<file path="src/design/latency_compensated_dry_wet_mixer_core_macros.svh">
// Assertion macros shared by the mixer RTL; ASSERT_OFF compiles them away.
`ifndef LATENCY_COMPENSATED_DRY_WET_MIXER_CORE_MACROS_SVH
`define LATENCY_COMPENSATED_DRY_WET_MIXER_CORE_MACROS_SVH
`ifndef ASSERT_OFF
// Same-cycle implication, sampled on clk and disabled while rst is high.
`define LCDWM_ASSERT_IMP(lbl, ante, cons) \
  lbl: assert property (@(posedge clk) disable iff (rst) (ante) |-> (cons)) \
    else $error("lcdwm assertion failed");
// Next-cycle implication, sampled on clk and disabled while rst is high.
`define LCDWM_ASSERT_NXT(lbl, ante, cons) \
  lbl: assert property (@(posedge clk) disable iff (rst) (ante) |=> (cons)) \
    else $error("lcdwm assertion failed");
`else
`define LCDWM_ASSERT_IMP(lbl, ante, cons)
`define LCDWM_ASSERT_NXT(lbl, ante, cons)
`endif
`endif

</file>
<file path="src/design/lcdwm_pkg.sv">
// Types and constants shared by the dry/wet mixer modules.
package lcdwm_pkg;

  localparam int GAIN_W     = 18;               // Q4.14 gain
  localparam int FRAMES_W   = 12;
  localparam int DLEN_W     = 13;
  localparam int FRAC_EXTRA = 12;               // Q4.14 -> Q4.26
  localparam int CUR_W      = GAIN_W + FRAC_EXTRA;
  localparam int STEP_W     = CUR_W + 1;
  localparam int CNT_W      = 5;                // holds CUR_W divider steps
  localparam int MIX_SHIFT  = 14;
  localparam int ROUND_HALF = 8192;
  localparam int NUM_GAINS  = 4;
  localparam int APB_DW     = 32;
  localparam int APB_AW     = 5;

  localparam logic [GAIN_W-1:0]   GAIN_RESET [NUM_GAINS] =
    '{18'd16384, 18'd16384, 18'd0, 18'd0};
  localparam logic [FRAMES_W-1:0] FRAMES_RESET = 12'd240;
  localparam logic [DLEN_W-1:0]   DLEN_RESET   = 13'd0;

  typedef enum logic [2:0] {
    REG_WET_LEFT  = 3'd0,
    REG_WET_RIGHT = 3'd1,
    REG_DRY_LEFT  = 3'd2,
    REG_DRY_RIGHT = 3'd3,
    REG_RAMP      = 3'd4,
    REG_DELAY     = 3'd5
  } reg_idx_t;

  typedef enum logic [1:0] {
    ST_IDLE,
    ST_RAMP,
    ST_MUL,
    ST_SUM
  } state_t;

  typedef struct packed {
    logic start;    // latch a new target and divide out the step
    logic advance;  // apply one ramp step
    logic land;     // final step: take the exact target
  } gain_ctl_t;

  typedef struct packed {
    logic take;     // frame transfer: latch samples and access the delay line
    logic mem_wr;   // write the dry sample into the delay line
    logic bypass;   // zero delay length: use the current dry sample
    logic read_ok;  // the slot read has been written since reset
    logic mul_en;   // register the two products
  } mix_ctl_t;

endpackage

</file>
<file path="src/design/lcdwm_gain_lane.sv">
// One gain lane: ramp state for a single gain with a shift-subtract step divider.
module lcdwm_gain_lane (
  input  logic                                clk,
  input  logic                                rst,
  input  lcdwm_pkg::gain_ctl_t                ctl,
  input  logic [lcdwm_pkg::GAIN_W-1:0]        target,
  input  logic [lcdwm_pkg::FRAMES_W-1:0]      frames,
  input  logic [lcdwm_pkg::GAIN_W-1:0]        reset_gain,
  output logic [lcdwm_pkg::GAIN_W-1:0]        gain14,
  output logic                                busy
);

  logic        [lcdwm_pkg::CUR_W-1:0]    current;
  logic signed [lcdwm_pkg::STEP_W-1:0]   step;
  logic        [lcdwm_pkg::CUR_W-1:0]    quo;
  logic        [lcdwm_pkg::FRAMES_W-1:0] rem;
  logic        [lcdwm_pkg::CNT_W-1:0]    count;
  logic                                  neg;

  logic signed [lcdwm_pkg::STEP_W-1:0]   diff;
  logic signed [lcdwm_pkg::STEP_W-1:0]   diff_abs;
  logic        [lcdwm_pkg::FRAMES_W:0]   rem_sh;
  logic                                  fits;
  logic        [lcdwm_pkg::FRAMES_W:0]   rem_sub;
  logic        [lcdwm_pkg::CUR_W-1:0]    quo_next;
  logic signed [lcdwm_pkg::STEP_W-1:0]   q_signed;
  logic signed [lcdwm_pkg::STEP_W-1:0]   cur_sum;

  assign diff     = $signed({1'b0, target, {lcdwm_pkg::FRAC_EXTRA{1'b0}}})
                  - $signed({1'b0, current});
  assign diff_abs = diff[lcdwm_pkg::STEP_W-1] ? -diff : diff;

  // The remainder stays below the frame count, so one extra bit covers the shift.
  assign rem_sh   = {rem, quo[lcdwm_pkg::CUR_W-1]};
  assign fits     = rem_sh >= {1'b0, frames};
  assign rem_sub  = rem_sh - {1'b0, frames};
  assign quo_next = {quo[lcdwm_pkg::CUR_W-2:0], fits};
  assign q_signed = $signed({1'b0, quo_next});
  assign cur_sum  = $signed({1'b0, current}) + step;

  always_ff @(posedge clk) begin
    if (rst) begin
      busy    <= 1'b0;
      count   <= '0;
      step    <= '0;
      current <= {reset_gain, {lcdwm_pkg::FRAC_EXTRA{1'b0}}};
    end else begin
      if (ctl.start) begin
        quo   <= diff_abs[lcdwm_pkg::CUR_W-1:0];
        rem   <= '0;
        neg   <= diff[lcdwm_pkg::STEP_W-1];
        count <= lcdwm_pkg::CNT_W'(lcdwm_pkg::CUR_W);
        busy  <= 1'b1;
      end else if (busy) begin
        quo   <= quo_next;
        rem   <= fits ? rem_sub[lcdwm_pkg::FRAMES_W-1:0] : rem_sh[lcdwm_pkg::FRAMES_W-1:0];
        count <= count - lcdwm_pkg::CNT_W'(1);
        if (count == lcdwm_pkg::CNT_W'(1)) begin
          busy <= 1'b0;
          step <= neg ? -q_signed : q_signed;
        end
      end
      if (ctl.advance) begin
        current <= ctl.land ? {target, {lcdwm_pkg::FRAC_EXTRA{1'b0}}}
                            : cur_sum[lcdwm_pkg::CUR_W-1:0];
      end
    end
  end

  assign gain14 = current[lcdwm_pkg::CUR_W-1:lcdwm_pkg::FRAC_EXTRA];

endmodule

</file>
<file path="config.mk">
export PLATFORM = sky130hd
export DESIGN_NAME = lcdwm_gain_lane
export DESIGN_NICKNAME = d
export VERILOG_FILES = /design/src/design/latency_compensated_dry_wet_mixer_core_macros.svh /design/src/design/lcdwm_pkg.sv /design/src/design/lcdwm_gain_lane.sv
export SDC_FILE = /design/constraint.sdc
export NUM_CORES = 1
export LEC_CHECK = 0
export ABC_AREA = 1
export BUFFER_PORTS_ARGS = -buffer_cell sky130_fd_sc_hd__buf_2
export CORE_MARGIN = 8
export CORE_UTILIZATION = 55
export CTS_CLUSTER_SIZE = 10
export DETAILED_ROUTE_END_ITERATION = 8
export PLACE_DENSITY = 0.81
export SYNTH_ARGS = -nofsm -noshare
export SYNTH_HDL_FRONTEND = slang
export SYNTH_SLANG_ARGS = --single-unit
</file>
<file path="constraint.sdc">
create_clock -name clk -period 6 [get_ports clk]
set_clock_uncertainty 0.15 [all_clocks]
set_input_delay 0.6 -clock clk [delete_from_list [all_inputs] [get_ports clk]]
set_output_delay 0.6 -clock clk [all_outputs]
set_load 0.05 [all_outputs]
</file>
# --- Word level (Yosys, flattened, before mapping) ---
# Cells that the tools add are included.
word_totals:
  in_bits: 53
  regBits: 109
  out_inout_bits: 19
  ram_bits: 0
  latchBits: 0
  romBits: 0
  mem_count: 0
op_classes:
  reduce_logical: 6
  n_lt_le_gt_ge: 1
  eq_ne: 1
  bitwise_logic: 2
  n_shift: 0
  n_div: 0
  multipliers: 0
  n_mux: 14
  addsub: 6
op_table:
  columns: ["op", "count"]
  rows:
  - ["$mux W30", 7]
  - ["$neg A30 Y30", 2]
  - ["$sub A30 B30 Y31", 1]
  - ["$add A30 B30 Y30", 1]
  - ["$mux W12", 2]
  - ["$ge A13 B12 Y1", 1]
  - ["$sub A12 B12 Y12", 1]
  - ["$mux W5", 2]
  - ["$eq A5 B1 Y1 const B", 1]
  - ["$sub A5 B1 Y5 const B", 1]
  - ["$reduce_and A2 Y1", 2]
  - ["$reduce_bool A2 Y1", 2]
  - ["$mux W1", 3]
  - ["$reduce_and A3 Y1", 1]
  - ["$not A1 Y1", 2]
  - ["$reduce_or A2 Y1", 1]

# --- Longest topological paths before layout ---
# Gate-level depths: netlist of run 1.
logic_depth:
  word_depth: 4
  mapped_depth: 23
  mapped_depth_nobuf: 23

# --- Least setup slack after synthesis of run 1 ---
# Ideal clock, no wire load.
synth_timing:
  kind: "input to register"
  start: "input port frames[2] in the netlist's numbering"
  end: "register step[22] in the netlist's numbering"
  arrival_ns: 3.156
  n_path_buf: 0
  setup_time_ns: 0.116
  slack_ns: 2.577
  path_stages: 23
  cell_sequence: "inv_1 -> ha_1 -> a21oi_1 -> o21ai_1 -> a21oi_2 -> inv_2 -> nand2_1 -> nand2_1 -> nand2_2 -> nand2_4 -> inv_2 -> ha_1 -> inv_1 -> nor2_1 -> inv_1 -> o21ai_2 -> o21ai_0 -> nor2_2 -> o21ai_0 -> o21bai_1 -> nand3_1 -> o211ai_1 -> inv_1"
synth_via:
  elab_chain_len: 3
synth_rtl:
  columns: ["element", "line", "source"]
  rows:
  - ["start: declaration", "lcdwm_gain_lane.sv:7", "input logic [lcdwm_pkg::FRAMES_W-1:0] frames,"]
  - ["$ge A13 B12 Y1", "lcdwm_gain_lane.sv:35", "assign fits = rem_sh >= {1'b0, frames};"]
  - ["$neg A30 Y30", "lcdwm_gain_lane.sv:60", "step <= neg ? -q_signed : q_signed;"]
  - ["$mux W30", "lcdwm_gain_lane.sv:60", null]
  - ["end signal: assignment", "lcdwm_gain_lane.sv:60", null]
  - ["end: declaration", "lcdwm_gain_lane.sv:14", "logic signed [lcdwm_pkg::STEP_W-1:0] step;"]
# Every way passes these cells.
# A chain may end at the register's enable or synchronous reset.

# --- Final worst setup path of run 1 ---
layout_timing:
  start: "register rem[1] in the netlist's numbering"
  end: "register step[20] in the netlist's numbering"
layout_via:
  elab_chain_len: 3
layout_rtl:
  columns: ["element", "line", "source"]
  rows:
  - ["start: declaration", "lcdwm_gain_lane.sv:16", "logic [lcdwm_pkg::FRAMES_W-1:0] rem;"]
  - ["start signal: assignment", "lcdwm_gain_lane.sv:56", "rem <= fits ? rem_sub[lcdwm_pkg::FRAMES_W-1:0] : rem_sh[lcdwm_pkg::FRAMES_W-1:0];"]
  - ["$ge A13 B12 Y1", "lcdwm_gain_lane.sv:35", null]
  - ["$neg A30 Y30", "lcdwm_gain_lane.sv:60", null]
  - ["$mux W30", "lcdwm_gain_lane.sv:60", null]
# Every way passes these cells.

==> results of run 1 <==
[critical path: stages, from the launching register on]
cell and delay, ns:
edfxtp_1 0.39, ha_1 0.36, a21oi_1 0.19, o21ai_1 0.13, a21oi_2 0.22, inv_2 0.04, nand2_1 0.05, nand2_1 0.10
nand2_2 0.11, nand2_4 0.18, inv_2 0.15, ha_1 0.17, inv_1 0.07, nor2_1 0.14, inv_1 0.09, o21ai_2 0.16
o21ai_0 0.20, nor2_2 0.22, o21ai_0 0.14, nor2_1 0.12, o21ai_0 0.11, o211ai_1 0.14, inv_1 0.05
[how the worst max path moves through the flow]
stage	endpoint	slack, ns	cells after the start
2_1_floorplan	step[22]	2.58	23
3_3_place_gp	step[22]	2.08	24
3_5_place_dp	step[20]	1.92	24
4_1_cts	step[20]	2.24	22
5_1_grt	step[22]	1.87	22
6_report	step[20]	2.20	22
[cell type report]
| class | count | area (um^2) | area share, % |
|---|---|---|---|
| Timing Repair Buffer | 79 | 415.4 | 3.790 |
| Multi-Input combinational cell | 1193 | 6312 | 57.59 |
| Sequential cell | 109 | 2793 | 25.48 |
| Tap cell | 234 | 292.8 | 2.671 |
| Inverter | 229 | 859.6 | 7.842 |
| Clock buffer | 12 | 257.7 | 2.352 |
| Clock inverter | 4 | 30.03 | 0.2740 |
[sequential cells by signal, indices dropped and copies added, names as in the netlist]
| name | cells |
|---|---|
| count | 5 |
| quo | 30 |
| step | 30 |
| busy | 1 |
| rem | 12 |
| neg | 1 |
| current | 30 |
[cell families (layout without fill, tap and decap cells)]
family,count (synthesis),in the layout
AO/OA/AOI/OAI,272,272
XOR/XNOR,53,53
adder cells (fa/ha/maj),65,65
buffers and inverters,284,324
flip-flops,109,109
AND/OR/NAND/NOR,803,803
[layer usage]
metal  track usage, %  up-vias
li1                 -     5249
met1            32.45     4782
met2            47.19      379
met3            4.878       70
met4            10.18        0
met5                0        -
[placed cells by master, fill, tap and decap left out, types with 3 or more instances in the layout]
cell and instances:
nand2_1 420, inv_1 220, nor2_1 172, nand3_1 105, o21ai_0 101, a21oi_1 97, buf_2 71, ha_1 63
edfxtp_1 61, dfxtp_1 48, xor2_1 40, nand2_2 18, o21ai_1 17, nor2_2 17, nor3_1 17, o211ai_1 17
nand4_1 15, xnor2_1 12, clkbuf_16 10, nor4_1 8, nand3b_1 8, o22ai_1 8, buf_4 8, inv_2 7
nor2_4 7, a31oi_1 5, nand3_2 5, o21ai_2 4, a211oi_1 4, nand2_4 3, a21o_1 3, clkinv_1 3
or2_2 3
[power by group through the flow]
stage,Clock [mW],Combinational (mW),Sequential (mW)
after floorplan,0,0.590,0.896
after global placement,0,0.719,0.913
after CTS,0.619,0.741,0.897
final,0.611,0.746,0.898
after detailed placement,0,0.735,0.913
after global routing,0.643,0.835,0.903
==> metrics.txt, run 1 <==
Post-Place Cell Area approximately 11000 um^2; post-synthesis sequential area ratio a little over a quarter; Fmax approximately 260 MHz; crit start category flip-flop; flop-to-flop setup slack 2.20 ns; Post-synth top cells nand2_1, inv_1, nor2_1, nand3_1, o21ai_0; Worst Path Required 6.12 ns; Rows 50; die area between 20000 and 25000 um^2; vias around 10k; Core ar. 18520 um^2; number of I/O pins slightly above 70; Routed WL per cell about 17 um; clock power share between 20% and 30%; final-stage net count approximately 1.7k; first-pass GRT wire length ~51 mm; largest net degree at the start of global routing between 60 and 70; worst hold start reset_gain[7]; CTS max path bufs 2; IO buf count between 70 and 80; Final Hold Vio Count 0; post-CTS sizing 0; Critical Path End Type flip-flop; Synth area leader edfxtp_1; global-route usage over all layers 27.01%; Final Setup Violations 0; TritonCTS clock tree yes; Crit Path Category flip-flop to flip-flop; compound-cell area share of the yosys netlist about 15%; maximum fanout along the worst path 28; largest family of logic cells by synthesized area simple AND/OR/NAND/NOR gates; Period Utilization, post-route between 60 and 70%; initial core utilization between 50% and 60%; critical path startpoint rem[1]; RSZ-0062 raised after global routing no; DRT Wirelength between 30 and 40 mm; Met3 Routed Length between 2 and 2.5 mm; placed cell count around 1.8k; reg-to-reg endpoint step[20]; FF-to-FF path depth 22; CP arrival roughly 3.9 ns; Slew Viols, Final 0; status completed; Design Area, Final roughly 11000 um^2; cell area after synthesis slightly above 10000 um^2; Final WS setup about 2.2 ns; Fin Setup TNS 0 ns; drt pass-1 iters 5; total grt overflow 0; Netlist cell types 53; Logic pwr share around 33%; worst hold margin between 0.3 and 0.4 ns; Routed Antenna Nets 0; dominant cell by count in the synthesized netlist nand2_1; CTS root buffer clkbuf_16; xor/xnor share of the synthesized area about 4.6%; Cell Int Power ~1.4 mW; clk sinks between 100 and 150; Yosys warnings 0; DRT met1 WL approximately 13 mm; adder-cell area share of the yosys netlist 8.075%; Switching Share around 38%; maximum capacitance violations 0; Area growth syn-to-layout 6.855%; initial antenna violation count 0; mux contribution to synthesized area 0%; number of flops mapped to enable cells by yosys between 60 and 70; ys flop type edfxtp_1; sequential share of power between 30% and 40%; placed wire-length estimate approximately 26 mm; Inserted Clock Buffers 9; post-layout util 59.19%; top post-synthesis cells by area edfxtp_1, nand2_1, dfxtp_1, inv_1, ha_1; vias per inst 5.634; synthesized instance count ~1.6k; Max Used Layer met4; Die H 152.6 um; Syn Area/Cell between 6 and 7 um^2; vias in the first global route around 10k; Yosys top cell area share approximately 18%; register bit total from synthesis approximately 110; clk_lat worst skew 0.37 ns; Setup Buffers After CTS 0; Lkg Pwr about 5.5 nW; Max transition margin 30.12%; sw power between 800 and 900 uW; crit path time final 3.800 ns; FFs w/ async S/R, synth 0%; antenna cells 0; syn_nets about 1.7k; hold path endpoint current[19]; Setup WS pre-CTS 1.916 ns; Fill cells approximately 1.8k; worst slew pin tran 1.046 ns; Final GP Congestion between 1 and 1.5; fraction of layout cells with a size suffix above 1 10.02%; Hold Path Stages 3; worst r2r src rem[1]; routed length on met2 15.24 mm; drc violations 0; Hold Buf Count CTS 0; post-synthesis simple-gate area fraction about a third; H-tree depth 3; Pwr Total 2.255 mW; clock slew at reported path FFs ~0.080 ns; pwr dens between 200 and 250 nW/um^2; Final Non-Filler Cells ~1.9k; Worst VDD drop between 0.1 and 0.15 mV; Hold Path Class primary input to flip-flop; die width between 150 and 200 um; initial DRC count a little over 800
Note: power is estimated with default switching activity, not from simulation.
==> run 2: changes to the inputs <==
- ABC_AREA: 1 -> 0
- clock period: 6 -> 3.7 ns (I/O delays scaled with it)
==> metrics.txt, run 2 <==
number of I/O pins 72 (unchanged); maximum fanout along the worst path 3 (was 28); Pwr Total 3.773 mW (was 2.255 mW); post-synthesis sequential area ratio 30.13% (was 27.23%); pwr dens 351.6 nW/um^2 (was 205.8 nW/um^2); DRT Wirelength 24.80 mm (was 31.80 mm); maximum capacitance violations 0 (unchanged); total grt overflow 0 (unchanged); register bit total from synthesis 109 (unchanged); largest family of logic cells by synthesized area compound AO/OA/AOI/OAI gates (was simple AND/OR/NAND/NOR gates); Netlist cell types 86 (was 53); dominant cell by count in the synthesized netlist nor2_1 (was nand2_1); Hold Path Stages 3 (unchanged); Max transition margin 38.56% (was 30.12%); largest net degree at the start of global routing 69 (was 61); Hold Path Class primary input to flip-flop (unchanged); vias 8665 (was 10.48k); CTS max path bufs 2 (unchanged); drc violations 0 (unchanged); FF-to-FF path depth 12 (was 22); global-route usage over all layers 22.60% (was 27.01%); Final GP Congestion 0.8915 (was 1.037); placed wire-length estimate 18.38 mm (was 25.60 mm); Worst VDD drop 0.2838 mV (was 0.1471 mV); Yosys warnings 0 (unchanged); Lkg Pwr 4.497 nW (was 5.477 nW); IO buf count 71 (unchanged); worst slew pin tran 0.9206 ns (was 1.046 ns); reg-to-reg endpoint quo[29] (was step[20]); syn_nets 1230 (was 1704); antenna cells 0 (unchanged); die area 21260 um^2 (was 23280 um^2); clk sinks 109 (unchanged); ys flop type edfxtp_1 (unchanged); drt pass-1 iters 5 (unchanged); Setup crit end quo[29] (was step[20]); Rows 47 (was 50); Period Utilization, post-route 99.82% (was 63.33%); Inserted Clock Buffers 9 (unchanged); post-synthesis simple-gate area fraction 19.04% (was 33.96%); initial antenna violation count 0 (unchanged); fraction of layout cells with a size suffix above 1 20.42% (was 10.02%); FFs w/ async S/R, synth 0% (unchanged); TritonCTS clock tree yes (unchanged); number of flops mapped to enable cells by yosys 61 (unchanged); top post-synthesis cells by area edfxtp_1, dfxtp_1, ha_1, xnor2_1, a21oi_1 (was edfxtp_1, nand2_1, dfxtp_1, inv_1, ha_1); vias in the first global route 8170 (was 10.08k); xor/xnor share of the synthesized area 9.734% (was 4.599%); Routed WL per cell 17.17 um (was 17.10 um); Die H 145.8 um (was 152.6 um); most common cell after layout, fill and taps aside nor2_1 (was nand2_1); die width 145.8 um (was 152.6 um); cell area after synthesis 9268 um^2 (was 10260 um^2); final-stage net count 1337 (was 1739); flop-to-flop setup slack 0.007 ns (was 2.20 ns); clk_lat worst skew 0.37 ns (about the same); Post-synth top cells nor2_1, a21oi_1, nand2_1, ha_1, o21ai_0 (was nand2_1, inv_1, nor2_1, nand3_1, o21ai_0); Final Hold Vio Count 0 (unchanged); Yosys top cell area share 19.77% (was 17.86%); clock slew at reported path FFs 0.09 ns (was 0.08 ns); RSZ-0062 raised after global routing yes (was no); CP arrival 3.68 ns (was 3.92 ns); initial DRC count 850 (was 823); H-tree depth 3 (unchanged); status completed (unchanged); Area growth syn-to-layout 15.80% (was 6.855%); Critical Path End Type flip-flop (unchanged); synthesized instance count 1112 (was 1586); vias per inst 6.001 (was 5.634); compound-cell area share of the yosys netlist 24.80% (was 14.76%); mux contribution to synthesized area 1.148% (was 0%); commonest non-fill, non-tap cells in the layout nor2_1, a21oi_1, buf_4, nand2_1, buf_2 (was nand2_1, inv_1, nor2_1, nand3_1, o21ai_0); Final Setup Violations 0 (unchanged); Syn Area/Cell 8.334 um^2 (was 6.467 um^2); Crit Path Category flip-flop to flip-flop (unchanged); Synth area leader edfxtp_1 (unchanged); Worst Path Required 3.68 ns (was 6.12 ns); initial core utilization 56.08% (was 55.39%); crit start category flip-flop (unchanged); Routed Antenna Nets 0 (unchanged); first-pass GRT wire length 40.12 mm (was 51.00 mm); Core ar. 16520 um^2 (was 18520 um^2); CTS root buffer clkbuf_16 (unchanged); Fin Setup TNS 0 ns (unchanged); Fmax 270.7 MHz (was 263.2 MHz); crit path time final 3.693 ns (was 3.800 ns); Slew Viols, Final 0 (unchanged); Largest regs current x30, quo x30, step x30 (unchanged); worst r2r src current[12] (was rem[1]); critical path startpoint current[12] (was rem[1]); adder-cell area share of the yosys netlist 8.937% (was 8.075%)
## run 2: per-layer routing
layer  track usage [%]  part of all wire (%)  vias up
li1                  -                     -     4258
met1             30.60                    46     4008
met2             35.23                    43      368
met3             4.757                   8.8       31
met4             7.184                   2.1        0
met5                 0                     0        -
## run 2: cells by family (layout without fill, tap and decap cells)
| family | Yosys count | count (layout) |
|---|---|---|
| adder cells (fa/ha/maj) | 65 | 65 |
| XOR/XNOR | 103 | 103 |
| AO/OA/AOI/OAI | 347 | 347 |
| flip-flops | 109 | 109 |
| buffers and inverters | 127 | 239 |
| AND/OR/NAND/NOR | 351 | 351 |
| multiplexers | 10 | 10 |
## run 2: cell type report
type | instances | area (um^2)
multi-input combinational | 876 | 6098
inverter | 60 | 230.2
sequential | 109 | 2795
fill | 1311 | 5793
timing repair buffer | 163 | 1050
clock buffer | 9 | 225.2
clock inverter | 7 | 57.56
tap | 220 | 275.3
## run 2: what timing repair did
item / CTS / global route
setup buffers: 0 / 4
endpoints found under the setup margin: 2 / 28
hold buffers: 0 / 0
pin swaps: 1 / 11
gates cloned: 0 / 0
gates resized for setup: 3 / 38
## run 2: worst max-delay path, cell delays in order, from the launching register on
cell and delay (ns):
edfxtp_1 0.39, inv_2 0.06, ha_4 0.27, nor4bb_4 0.35, nand4_2 0.22, a211oi_2 0.33
o21ai_2 0.11, and2_4 0.15, or4_4 0.48, nor4_4 0.19, a211oi_1 0.14, o311a_1 0.36
a221o_1 0.25
## run 2: report_power, final
group / switching (mW) / total (mW) / internal [mW] / leakage (nW)
sequential: 0.0808 / 1.47 / 1.38 / 0.994
clock: 0.511 / 0.980 / 0.469 / 0.141
combinational: 0.758 / 1.33 / 0.570 / 3.36
total: 1.35 / 3.77 / 2.42 / 4.50
## run 2: how the worst min path moves through the flow
stage	start	to	slack, ns
after floorplan	step[2]	step[2]	0.33
after global placement	step[8]	step[8]	0.34
after detailed placement	step[22]	step[22]	0.35
after CTS	reset_gain[13]	current[25]	0.13
after global routing	reset_gain[8]	current[20]	0.14
final	reset_gain[13]	current[25]	0.14
## run 2: through the flow
| stage | hold WS (ns) | cell area (um^2) | instances | utilization [%] | setup slack (ns) |
|---|---|---|---|---|---|
| 2_1_floorplan | 0.3298 | 9295 | 1112 | - | -0.009221 |
| 3_3_place_gp | 0.3443 | 10250 | 1424 | 62.01 | -0.06560 |
| 3_5_place_dp | 0.3501 | 10250 | 1424 | 62.01 | -0.1611 |
| 4_1_cts | 0.1301 | 10550 | 1440 | 63.84 | -0.005338 |
| 5_1_grt | 0.1446 | 10730 | 1444 | 64.94 | -0.1533 |
| 6_report | 0.1387 | 10730 | 1444 | 64.94 | 0.006535 |
